===== src/mfpe_pkg.sv =====
// Shared types, codes and helpers of the prioritized-event motor controller.
package mfpe_pkg;

    localparam int EVENT_W  = 4;
    localparam int STATE_W  = 2;
    localparam int TIMER_W  = 2;
    localparam int DUR_W    = 16;
    localparam int LEVEL_W  = 2;
    localparam int NUM_LEVELS = 4;
    localparam int CFG_IDX_W  = 1;

    localparam logic [STATE_W-1:0] ST_STOP     = 2'd0;
    localparam logic [STATE_W-1:0] ST_STARTING = 2'd1;
    localparam logic [STATE_W-1:0] ST_RUNNING  = 2'd2;
    localparam logic [STATE_W-1:0] ST_FAULT    = 2'd3;

    localparam logic [EVENT_W-1:0] EV_NONE     = 4'd0;
    localparam logic [EVENT_W-1:0] EV_START    = 4'd1;
    localparam logic [EVENT_W-1:0] EV_STOP     = 4'd2;
    localparam logic [EVENT_W-1:0] EV_RESET    = 4'd3;
    localparam logic [EVENT_W-1:0] EV_START_TO = 4'd4;
    localparam logic [EVENT_W-1:0] EV_RUN_TO   = 4'd5;
    localparam logic [EVENT_W-1:0] EV_OVERCUR  = 4'd6;
    localparam logic [EVENT_W-1:0] EV_STALL    = 4'd7;

    localparam logic [TIMER_W-1:0] TMR_NONE  = 2'd0;
    localparam logic [TIMER_W-1:0] TMR_START = 2'd1;
    localparam logic [TIMER_W-1:0] TMR_STOP  = 2'd2;

    localparam logic [1:0] FR_NONE    = 2'd0;
    localparam logic [1:0] FR_OVERCUR = 2'd1;
    localparam logic [1:0] FR_STALL   = 2'd2;

    localparam logic [CFG_IDX_W-1:0] CFG_START_PROTECT = 1'd0;
    localparam logic [CFG_IDX_W-1:0] CFG_RUN_LIMIT     = 1'd1;

    localparam logic [DUR_W-1:0] START_PROTECT_RESET = 16'd3000;
    localparam logic [DUR_W-1:0] RUN_LIMIT_RESET     = 16'd60000;

    localparam int TDATA_IN_W  = 8;
    localparam int TDATA_OUT_W = 40;

    typedef struct packed {
        logic post_load;
        logic pop_start;
        logic pop_finish;
    } ctrl_t;

    typedef struct packed {
        logic [5:0]         pad;
        logic [DUR_W-1:0]   timer_duration;
        logic [TIMER_W-1:0] run_timer_action;
        logic [TIMER_W-1:0] protect_timer_action;
        logic               alarm;
        logic               motor_drive;
        logic [1:0]         fault_reason;
        logic [STATE_W-1:0] previous_state;
        logic [STATE_W-1:0] motor_state;
        logic [EVENT_W-1:0] taken_event;
        logic               event_taken;
        logic               post_accepted;
    } result_t;

    function automatic logic [LEVEL_W-1:0] level_of(input logic [EVENT_W-1:0] ev);
        logic [LEVEL_W-1:0] lvl;
        case (ev)
            EV_OVERCUR, EV_STALL: lvl = 2'd3;
            EV_STOP:              lvl = 2'd2;
            EV_START, EV_RESET, EV_START_TO, EV_RUN_TO: lvl = 2'd1;
            default:              lvl = 2'd0;
        endcase
        return lvl;
    endfunction

endpackage


===== src/mfpe_ram.sv =====
// Generic single-write, single-read RAM with registered read data.
module mfpe_ram #(
    parameter int WIDTH = 4,
    parameter int DEPTH = 32
) (
    input  logic                     aclk,
    input  logic                     we,
    input  logic [$clog2(DEPTH)-1:0] waddr,
    input  logic [WIDTH-1:0]         wdata,
    input  logic [$clog2(DEPTH)-1:0] raddr,
    output logic [WIDTH-1:0]         rdata
);

    logic [WIDTH-1:0] mem [DEPTH];
    logic [WIDTH-1:0] rdata_reg;

    always_ff @(posedge aclk) begin
        if (we) begin
            mem[waddr] <= wdata;
        end
        rdata_reg <= mem[raddr];
    end

    assign rdata = rdata_reg;

endmodule


===== src/mfpe_ctrl.sv =====
// Transfer sequencer: accepts an item, waits for the queue read on a run command, presents the result.
module mfpe_ctrl (
    input  logic            aclk,
    input  logic            aresetn,
    input  logic            s_tvalid,
    input  logic            s_command,
    output logic            s_tready,
    output logic            m_tvalid,
    input  logic            m_tready,
    output mfpe_pkg::ctrl_t ctrl
);
    import mfpe_pkg::*;

    localparam logic [1:0] S_IDLE  = 2'd0;
    localparam logic [1:0] S_FETCH = 2'd1;
    localparam logic [1:0] S_SEND  = 2'd2;

    logic [1:0] state_reg, state_next;
    logic       accept;

    assign s_tready = (state_reg == S_IDLE);
    assign m_tvalid = (state_reg == S_SEND);
    assign accept   = s_tvalid && s_tready;

    always_comb begin
        state_next      = state_reg;
        ctrl.post_load  = 1'b0;
        ctrl.pop_start  = 1'b0;
        ctrl.pop_finish = 1'b0;
        unique case (state_reg)
            S_IDLE: begin
                if (accept) begin
                    if (s_command) begin
                        ctrl.pop_start = 1'b1;
                        state_next     = S_FETCH;
                    end else begin
                        ctrl.post_load = 1'b1;
                        state_next     = S_SEND;
                    end
                end
            end
            S_FETCH: begin
                ctrl.pop_finish = 1'b1;
                state_next      = S_SEND;
            end
            S_SEND: begin
                if (m_tready) begin
                    state_next = S_IDLE;
                end
            end
            default: state_next = S_IDLE;
        endcase
    end

    always_ff @(posedge aclk) begin
        if (!aresetn) begin
            state_reg <= S_IDLE;
        end else begin
            state_reg <= state_next;
        end
    end

endmodule


===== src/mfpe_datapath.sv =====
// Priority queues, motor state machine registers and the result register.
module mfpe_datapath #(
    parameter int QUEUE_DEPTH = 8
) (
    input  logic                                aclk,
    input  logic                                aresetn,
    input  mfpe_pkg::ctrl_t                     ctrl,
    input  logic [mfpe_pkg::EVENT_W-1:0]        event_code,
    input  logic                                cfg_we,
    input  logic [mfpe_pkg::CFG_IDX_W-1:0]      cfg_index,
    input  logic [mfpe_pkg::DUR_W-1:0]          cfg_wdata,
    output mfpe_pkg::result_t                   result
);
    import mfpe_pkg::*;

    localparam int PTR_W  = $clog2(QUEUE_DEPTH);
    localparam int CNT_W  = $clog2(QUEUE_DEPTH + 1);
    localparam int RAM_DEPTH = NUM_LEVELS * QUEUE_DEPTH;
    localparam int ADDR_W = $clog2(RAM_DEPTH);

    logic [DUR_W-1:0]   start_protect_reg;
    logic [DUR_W-1:0]   run_limit_reg;

    logic [PTR_W-1:0]   rd_ptr_reg [NUM_LEVELS];
    logic [PTR_W-1:0]   wr_ptr_reg [NUM_LEVELS];
    logic [CNT_W-1:0]   fill_reg   [NUM_LEVELS];
    logic               taken_reg;

    logic [STATE_W-1:0] state_reg, state_next;
    logic [STATE_W-1:0] prior_reg, prior_next;
    logic [1:0]         fault_reg, fault_next;
    logic               drive_reg, drive_next;
    logic               alarm_reg, alarm_next;
    result_t            result_reg;

    logic [LEVEL_W-1:0] post_q, pop_q, qsel;
    logic               any_full;
    logic               post_ok;
    logic [PTR_W-1:0]   ptr_sel, ptr_inc;
    logic [ADDR_W-1:0]  ram_addr;
    logic [EVENT_W-1:0] ram_rdata;
    logic [EVENT_W-1:0] ev;
    logic [TIMER_W-1:0] pa, ra;
    logic [DUR_W-1:0]   dur;
    logic               stop_f, fault_f;
    logic [1:0]         reason;

    assign post_q = level_of(event_code);

    always_comb begin
        pop_q    = 2'd0;
        any_full = 1'b0;
        for (int i = 0; i < NUM_LEVELS; i++) begin
            if (fill_reg[i] != '0) begin
                pop_q    = LEVEL_W'(i);
                any_full = 1'b1;
            end
        end
    end

    assign qsel     = ctrl.pop_start ? pop_q : post_q;
    assign ptr_sel  = ctrl.pop_start ? rd_ptr_reg[qsel] : wr_ptr_reg[qsel];
    assign ptr_inc  = (ptr_sel == PTR_W'(QUEUE_DEPTH - 1)) ? '0 : ptr_sel + 1'b1;
    assign ram_addr = ADDR_W'(qsel) * ADDR_W'(QUEUE_DEPTH) + ADDR_W'(ptr_sel);
    assign post_ok  = (event_code != EV_NONE) && (fill_reg[qsel] != CNT_W'(QUEUE_DEPTH));

    mfpe_ram #(
        .WIDTH (EVENT_W),
        .DEPTH (RAM_DEPTH)
    ) u_queue_ram (
        .aclk  (aclk),
        .we    (ctrl.post_load && post_ok),
        .waddr (ram_addr),
        .wdata (event_code),
        .raddr (ram_addr),
        .rdata (ram_rdata)
    );

    always_ff @(posedge aclk) begin
        if (!aresetn) begin
            for (int i = 0; i < NUM_LEVELS; i++) begin
                rd_ptr_reg[i] <= '0;
                wr_ptr_reg[i] <= '0;
                fill_reg[i]   <= '0;
            end
            taken_reg <= 1'b0;
        end else if (ctrl.post_load && post_ok) begin
            wr_ptr_reg[qsel] <= ptr_inc;
            fill_reg[qsel]   <= fill_reg[qsel] + 1'b1;
        end else if (ctrl.pop_start) begin
            taken_reg <= any_full;
            if (any_full) begin
                rd_ptr_reg[qsel] <= ptr_inc;
                fill_reg[qsel]   <= fill_reg[qsel] - 1'b1;
            end
        end
    end

    always_ff @(posedge aclk) begin
        if (!aresetn) begin
            start_protect_reg <= START_PROTECT_RESET;
            run_limit_reg     <= RUN_LIMIT_RESET;
        end else if (cfg_we) begin
            unique case (cfg_index)
                CFG_START_PROTECT: start_protect_reg <= cfg_wdata;
                CFG_RUN_LIMIT:     run_limit_reg     <= cfg_wdata;
                default: ;
            endcase
        end
    end

    assign ev = taken_reg ? ram_rdata : EV_NONE;

    always_comb begin
        state_next = state_reg;
        prior_next = prior_reg;
        fault_next = fault_reg;
        drive_next = drive_reg;
        alarm_next = alarm_reg;
        pa         = TMR_NONE;
        ra         = TMR_NONE;
        dur        = '0;
        stop_f     = 1'b0;
        fault_f    = 1'b0;
        reason     = FR_NONE;
        if (taken_reg) begin
            unique case (state_reg)
                ST_STOP: begin
                    if (ev == EV_START) begin
                        drive_next = 1'b1;
                        pa         = TMR_START;
                        dur        = start_protect_reg;
                        prior_next = state_reg;
                        state_next = ST_STARTING;
                        fault_next = FR_NONE;
                    end
                end
                ST_STARTING: begin
                    if (ev == EV_OVERCUR) begin
                        fault_f = 1'b1;
                        reason  = FR_OVERCUR;
                    end else if (ev == EV_STALL) begin
                        fault_f = 1'b1;
                        reason  = FR_STALL;
                    end else if (ev == EV_START_TO) begin
                        pa         = TMR_STOP;
                        ra         = TMR_START;
                        dur        = run_limit_reg;
                        prior_next = state_reg;
                        state_next = ST_RUNNING;
                    end else if (ev == EV_STOP) begin
                        stop_f = 1'b1;
                    end
                end
                ST_RUNNING: begin
                    if (ev == EV_OVERCUR) begin
                        fault_f = 1'b1;
                        reason  = FR_OVERCUR;
                    end else if (ev == EV_STALL) begin
                        fault_f = 1'b1;
                        reason  = FR_STALL;
                    end else if (ev == EV_STOP || ev == EV_RUN_TO) begin
                        stop_f = 1'b1;
                    end
                end
                ST_FAULT: begin
                    if (ev == EV_RESET) begin
                        alarm_next = 1'b0;
                        fault_next = FR_NONE;
                        stop_f     = 1'b1;
                    end
                end
                default: ;
            endcase
        end
        if (stop_f || fault_f) begin
            drive_next = 1'b0;
            pa         = TMR_STOP;
            ra         = TMR_STOP;
            prior_next = state_reg;
            state_next = fault_f ? ST_FAULT : ST_STOP;
        end
        if (fault_f) begin
            fault_next = reason;
            alarm_next = 1'b1;
        end
    end

    always_ff @(posedge aclk) begin
        if (!aresetn) begin
            state_reg <= ST_STOP;
            prior_reg <= ST_STOP;
            fault_reg <= FR_NONE;
            drive_reg <= 1'b0;
            alarm_reg <= 1'b0;
        end else if (ctrl.pop_finish) begin
            state_reg <= state_next;
            prior_reg <= prior_next;
            fault_reg <= fault_next;
            drive_reg <= drive_next;
            alarm_reg <= alarm_next;
        end
    end

    always_ff @(posedge aclk) begin
        if (ctrl.post_load) begin
            result_reg.pad                  <= '0;
            result_reg.timer_duration       <= '0;
            result_reg.run_timer_action     <= TMR_NONE;
            result_reg.protect_timer_action <= TMR_NONE;
            result_reg.alarm                <= alarm_reg;
            result_reg.motor_drive          <= drive_reg;
            result_reg.fault_reason         <= fault_reg;
            result_reg.previous_state       <= prior_reg;
            result_reg.motor_state          <= state_reg;
            result_reg.taken_event          <= EV_NONE;
            result_reg.event_taken          <= 1'b0;
            result_reg.post_accepted        <= post_ok;
        end else if (ctrl.pop_finish) begin
            result_reg.pad                  <= '0;
            result_reg.timer_duration       <= dur;
            result_reg.run_timer_action     <= ra;
            result_reg.protect_timer_action <= pa;
            result_reg.alarm                <= alarm_next;
            result_reg.motor_drive          <= drive_next;
            result_reg.fault_reason         <= fault_next;
            result_reg.previous_state       <= prior_next;
            result_reg.motor_state          <= state_next;
            result_reg.taken_event          <= ev;
            result_reg.event_taken          <= taken_reg;
            result_reg.post_accepted        <= 1'b0;
        end
    end

    assign result = result_reg;

endmodule


===== src/motor_fsm_priority_events.sv =====
// Top level of the motor protection controller with four prioritized event queues.
// One item is taken at a time. A post transfer (s_tuser = 0) shows its result in the
// cycle after acceptance; a run transfer (s_tuser = 1) shows it after the registered
// read of the shared queue RAM and then the result register. After the result
// transfer the block is ready again in the next cycle. Event codes are queued per
// priority level in one RAM of 4 x QUEUE_DEPTH entries; a full level refuses the
// event. Configuration writes apply at once and are meant for idle periods.
module motor_fsm_priority_events #(
    parameter int QUEUE_DEPTH = 8
) (
    input  logic                                aclk,
    input  logic                                aresetn,
    // tdata: event_code[3:0], zero padding
    input  logic [mfpe_pkg::TDATA_IN_W-1:0]     s_tdata,
    // tuser: command
    input  logic                                s_tuser,
    input  logic                                s_tvalid,
    output logic                                s_tready,
    // tdata: post_accepted, event_taken, taken_event[3:0], motor_state[1:0],
    // previous_state[1:0], fault_reason[1:0], motor_drive, alarm,
    // protect_timer_action[1:0], run_timer_action[1:0], timer_duration[15:0], padding
    output logic [mfpe_pkg::TDATA_OUT_W-1:0]    m_tdata,
    output logic                                m_tvalid,
    input  logic                                m_tready,
    input  logic                                cfg_we,
    input  logic [mfpe_pkg::CFG_IDX_W-1:0]      cfg_index,
    input  logic [mfpe_pkg::DUR_W-1:0]          cfg_wdata
);
    import mfpe_pkg::*;

    ctrl_t   ctrl;
    result_t result;

    mfpe_ctrl u_ctrl (
        .aclk      (aclk),
        .aresetn   (aresetn),
        .s_tvalid  (s_tvalid),
        .s_command (s_tuser),
        .s_tready  (s_tready),
        .m_tvalid  (m_tvalid),
        .m_tready  (m_tready),
        .ctrl      (ctrl)
    );

    mfpe_datapath #(
        .QUEUE_DEPTH (QUEUE_DEPTH)
    ) u_datapath (
        .aclk       (aclk),
        .aresetn    (aresetn),
        .ctrl       (ctrl),
        .event_code (s_tdata[EVENT_W-1:0]),
        .cfg_we     (cfg_we),
        .cfg_index  (cfg_index),
        .cfg_wdata  (cfg_wdata),
        .result     (result)
    );

    assign m_tdata = result;

endmodule

===== config.mk =====
export PLATFORM = sky130hd
export DESIGN_NAME = motor_fsm_priority_events
export DESIGN_NICKNAME = d
export VERILOG_FILES = /design/src/mfpe_pkg.sv /design/src/mfpe_ram.sv /design/src/mfpe_ctrl.sv /design/src/mfpe_datapath.sv /design/src/motor_fsm_priority_events.sv
export SDC_FILE = /design/constraint.sdc
export NUM_CORES = 1
export LEC_CHECK = 0
export BUFFER_PORTS_ARGS = -buffer_cell sky130_fd_sc_hd__buf_2
export CAP_MARGIN = 20
export CORE_AREA = 4 4 141 170
export CTS_BUF_LIST = sky130_fd_sc_hd__clkbuf_16
export DETAILED_ROUTE_END_ITERATION = 6
export DIE_AREA = 0 0 145 174
export PLACE_DENSITY = 0.66
export SKIP_LAST_GASP = 1
export SLEW_MARGIN = 20
export SYNTH_ARGS = -nofsm -noshare
export SYNTH_HDL_FRONTEND = slang
export SYNTH_SLANG_ARGS = --single-unit

===== constraint.sdc =====
create_clock -name aclk -period 5.3 [get_ports aclk]
set_input_delay 0.265 -clock aclk [delete_from_list [all_inputs] [get_ports aclk]]
set_output_delay 0.265 -clock aclk [all_outputs]
set_load 0.005 [all_outputs]

==> impl_metrics.toml <==
[route]
drt-wirelength-per-cell_um = 18.78
viasPerCell = 5.634
antenna_left = 0
drt_wl_total_um = 24450
detailroute.via_count = 7335
detailed_routing_iterations_pass_1 = 5
drcViolationCount = 0
violation_count_after_the_first_detailed_route_iteration = 543

[floorplan]
area_of_the_die_mm2 = 0.02523
coreArea_mm2 = 0.02230
dieHeight_um = 174
die-width_um = 145
start_util = 0.4818
io_pins = 73
std_cell_rows = 60

[sta]
finalSetupViolCount = 0
grt_setup_unrepaired = "false"
post-route-period-util = 0.8048
slew_headroom = 0.3573
fin_worst_hold_slack_ps = 19.33
post-route-worst-setup-slack_ps = 1034
clock_skew_ps = 19.05
min_period_ps = 4266
fmaxAchievable_ghz = 0.2344
final.setup.tns_ps = 0
report.final.hold_viol_count = 0
final_max_slew_viol_count = 0
tightest_slew_ps = 964.1

[yosys]
synthDistinctLibCells = 66
synth_area_per_cell_um2 = 11.48
post-synth-top-area-cell = "sky130_fd_sc_hd__edfxtp_1"
synthTopCellsByArea = "sky130_fd_sc_hd__edfxtp_1 (49%), sky130_fd_sc_hd__dfxtp_1 (13%), sky130_fd_sc_hd__nand2_1 (5.5%), sky130_fd_sc_hd__mux2i_1 (5.3%), sky130_fd_sc_hd__nor2_1 (2.7%)"
synth_cells = 936
syn_area_mm2 = 0.01074
portion_of_the_post_synthesis_area_used_by_sequential_elements = 0.6290
synth_enable_flop_cells = 177
synthArstFlopShare = 0
most_used_flip_flop_cell_after_synthesis = "sky130_fd_sc_hd__edfxtp_1"
yosys_warnings = 0
synth_seq_cells = 249
yosys.area.top_type_share = 0.4948

[run_status]
run_status = "complete, no violations"

[placement]
dpl.hpwl_um = 16440
post-place-ws_ps = 1033
port_buffers = 62
gp_congestion = 0.8731

[grt]
global_route.usage.met2 = 0.3254
grtUsageMet3 = 0.03286
total_overflow_reported_by_the_global_router = 0
top_usage_layer = "met2"
wire_length_of_the_first_global_routing_pass_um = 39360
grt_antenna_before_repair = 0
total_track_usage = 0.1910
grt_max_degree = 57
number_of_global_route_vias_before_repair = 7164
global_route_met1_utilization = 0.2537

[critical_path]
cp.required_ps = 5480
worst-path-max-fanout = 30
type_of_the_worst_setup_path = "reg -> reg"
critical_path.endpoint_type = "flip-flop"
timing.critical_path.arrival_ps = 4440
critical_path.startpoint_type = "flip-flop"

[final_layout]
nNetsFinal = 1046
final_cell_mix = "sky130_fd_sc_hd__edfxtp_1 (177), sky130_fd_sc_hd__nand2_1 (156), sky130_fd_sc_hd__nor2_1 (77)"
n_antenna_cell = 0
layout.cells.most_common = "sky130_fd_sc_hd__edfxtp_1"
final_util = 0.5494
max_ffs_per_register = 128
area_growth_pct = 14.04
final_layout_size_suffix_gt1_frac = 0.1290

[flow_run]
max_cap_violations = 0

[clocking]
cts-buffers-inserted = 25
clock_sink_count = 249
cts_max_path_buffers = 3
clk_pin_slew_worst_paths_ps = 60
cts-htree-levels = 1
cts_root_buf = "sky130_fd_sc_hd__clkbuf_16"
post_cts_buffers = 0
worstSkewPairLatency_ps = 530
clock_tree_from_tritoncts = "yes"

[power_and_ir_drop]
power.leakage_nw = 4.526
max-vdd-ir-drop_mv = 0.2572
pwr_density_cell_mw_per_mm2 = 353.4

[min_path]
worst_hold_path_type = "in -> reg"
==> worst max-delay path, stage by stage, from the launching register on <==
cell and delay (ps):
sky130_fd_sc_hd__edfxtp_1 400, sky130_fd_sc_hd__or4_1 740, sky130_fd_sc_hd__nor4_2 510, sky130_fd_sc_hd__a211o_1 250, sky130_fd_sc_hd__o22a_1 140, sky130_fd_sc_hd__buf_4 230, sky130_fd_sc_hd__nand2b_2 210, sky130_fd_sc_hd__inv_4 430
sky130_fd_sc_hd__ha_1 270, sky130_fd_sc_hd__nand2_1 310, sky130_fd_sc_hd__nor2_1 420
==> layer usage <==
| metal | part of all wire | wire (um) |
|---|---|---|
| met2 | 0.49 | 11910 |
| met1 | 0.43 | 10570 |
| met5 | 0 | 0 |
| met4 | 0.021 | 514 |
| met3 | 0.060 | 1460 |
==> layout make-up <==
class                      instances  area (um^2)
fill                            1888        10050
sequential                       249         6756
multi-input combinational        613         3657
clock buffer                      29        725.7
timing repair buffer              96        615.6
tap                              279        349.1
inverter                          19        73.82
clock inverter                    17        71.32
==> path summary, 6_finish.rpt <==
check,from,depth (start not counted),end,slack [ps]
worst max-delay path,u_datapath.fill_reg[3][1],10,u_datapath.u_queue_ram.mem[27][0],1030
worst max register to register,u_datapath.fill_reg[3][1],10,u_datapath.u_queue_ram.mem[27][0],1030
worst min-delay path,cfg_wdata[12],3,u_datapath.start_protect_reg[12],20
worst min register to register,u_datapath.result[32],2,u_datapath.result[32],450
==> cells by family after synthesis <==
kind of cell | count (synthesis) | synth area share
fa+ha+maj | 11 | 0.01351
other cells | 1 | 0.0003491
xor+xnor | 3 | 0.002447
mux | 61 | 0.05975
flops | 249 | 0.6290
compound gates | 186 | 0.1166
buf+inv | 79 | 0.03285
simple gates | 346 | 0.1455
==> cells in the mapped netlist, drive strengths merged, types with 2 or more instances <==
| cell type | instances |
|---|---|
| ha | 10 |
| a22o | 5 |
| and3 | 5 |
| edfxtp | 177 |
| mux4 | 2 |
| o21a | 4 |
| mux2i | 57 |
| nand2 | 156 |
| clkbuf | 39 |
| nand4b | 2 |
| a2111oi | 3 |
| a221o | 3 |
| o221ai | 9 |
| nor3 | 17 |
| nand3 | 36 |
| nor4 | 7 |
| or2 | 3 |
| dfxtp | 72 |
| nand3b | 2 |
| mux2 | 2 |
| o22ai | 17 |
| nand2b | 13 |
| a22oi | 17 |
| o21bai | 3 |
| or3 | 3 |
| xnor2 | 3 |
| a21boi | 29 |
| and2 | 7 |
| or4 | 3 |
| a21o | 5 |
| a211oi | 7 |
| a31oi | 3 |
| nor2 | 77 |
| a21oi | 17 |
| o22a | 3 |
| inv | 19 |
| nor4b | 2 |
| nor2b | 7 |
| o21ai | 48 |
| a41oi | 2 |
| o211ai | 5 |
| buf | 21 |
==> power by group <==
group | internal (mW) | leakage (nW) | total [mW] | switching (mW)
Sequential | 2.14 | 2.24 | 2.18 | 0.0382
Combinational | 0.166 | 1.85 | 0.464 | 0.298
Clock | 0.973 | 0.436 | 1.68 | 0.711
Total | 3.28 | 4.53 | 4.33 | 1.05
==> per-stage QoR <==
step / cell area [um^2] / power, mW / cells
after floorplan: 10760 / 2.521 / 941
after global placement: 11300 / 2.670 / 1241
after detailed placement: 11300 / 2.676 / 1241
after CTS: 12250 / 4.367 / 1302
after global routing: 12250 / 4.503 / 1302
final: 12250 / 4.329 / 1302
==> what timing repair did <==
action                                  CTS  global route
endpoints found under the hold margin    23             0
resized for setup                         0             0
hold buffers                             15             0
endpoints found under the setup margin    0             0
Power figures use the tool's default switching activity.
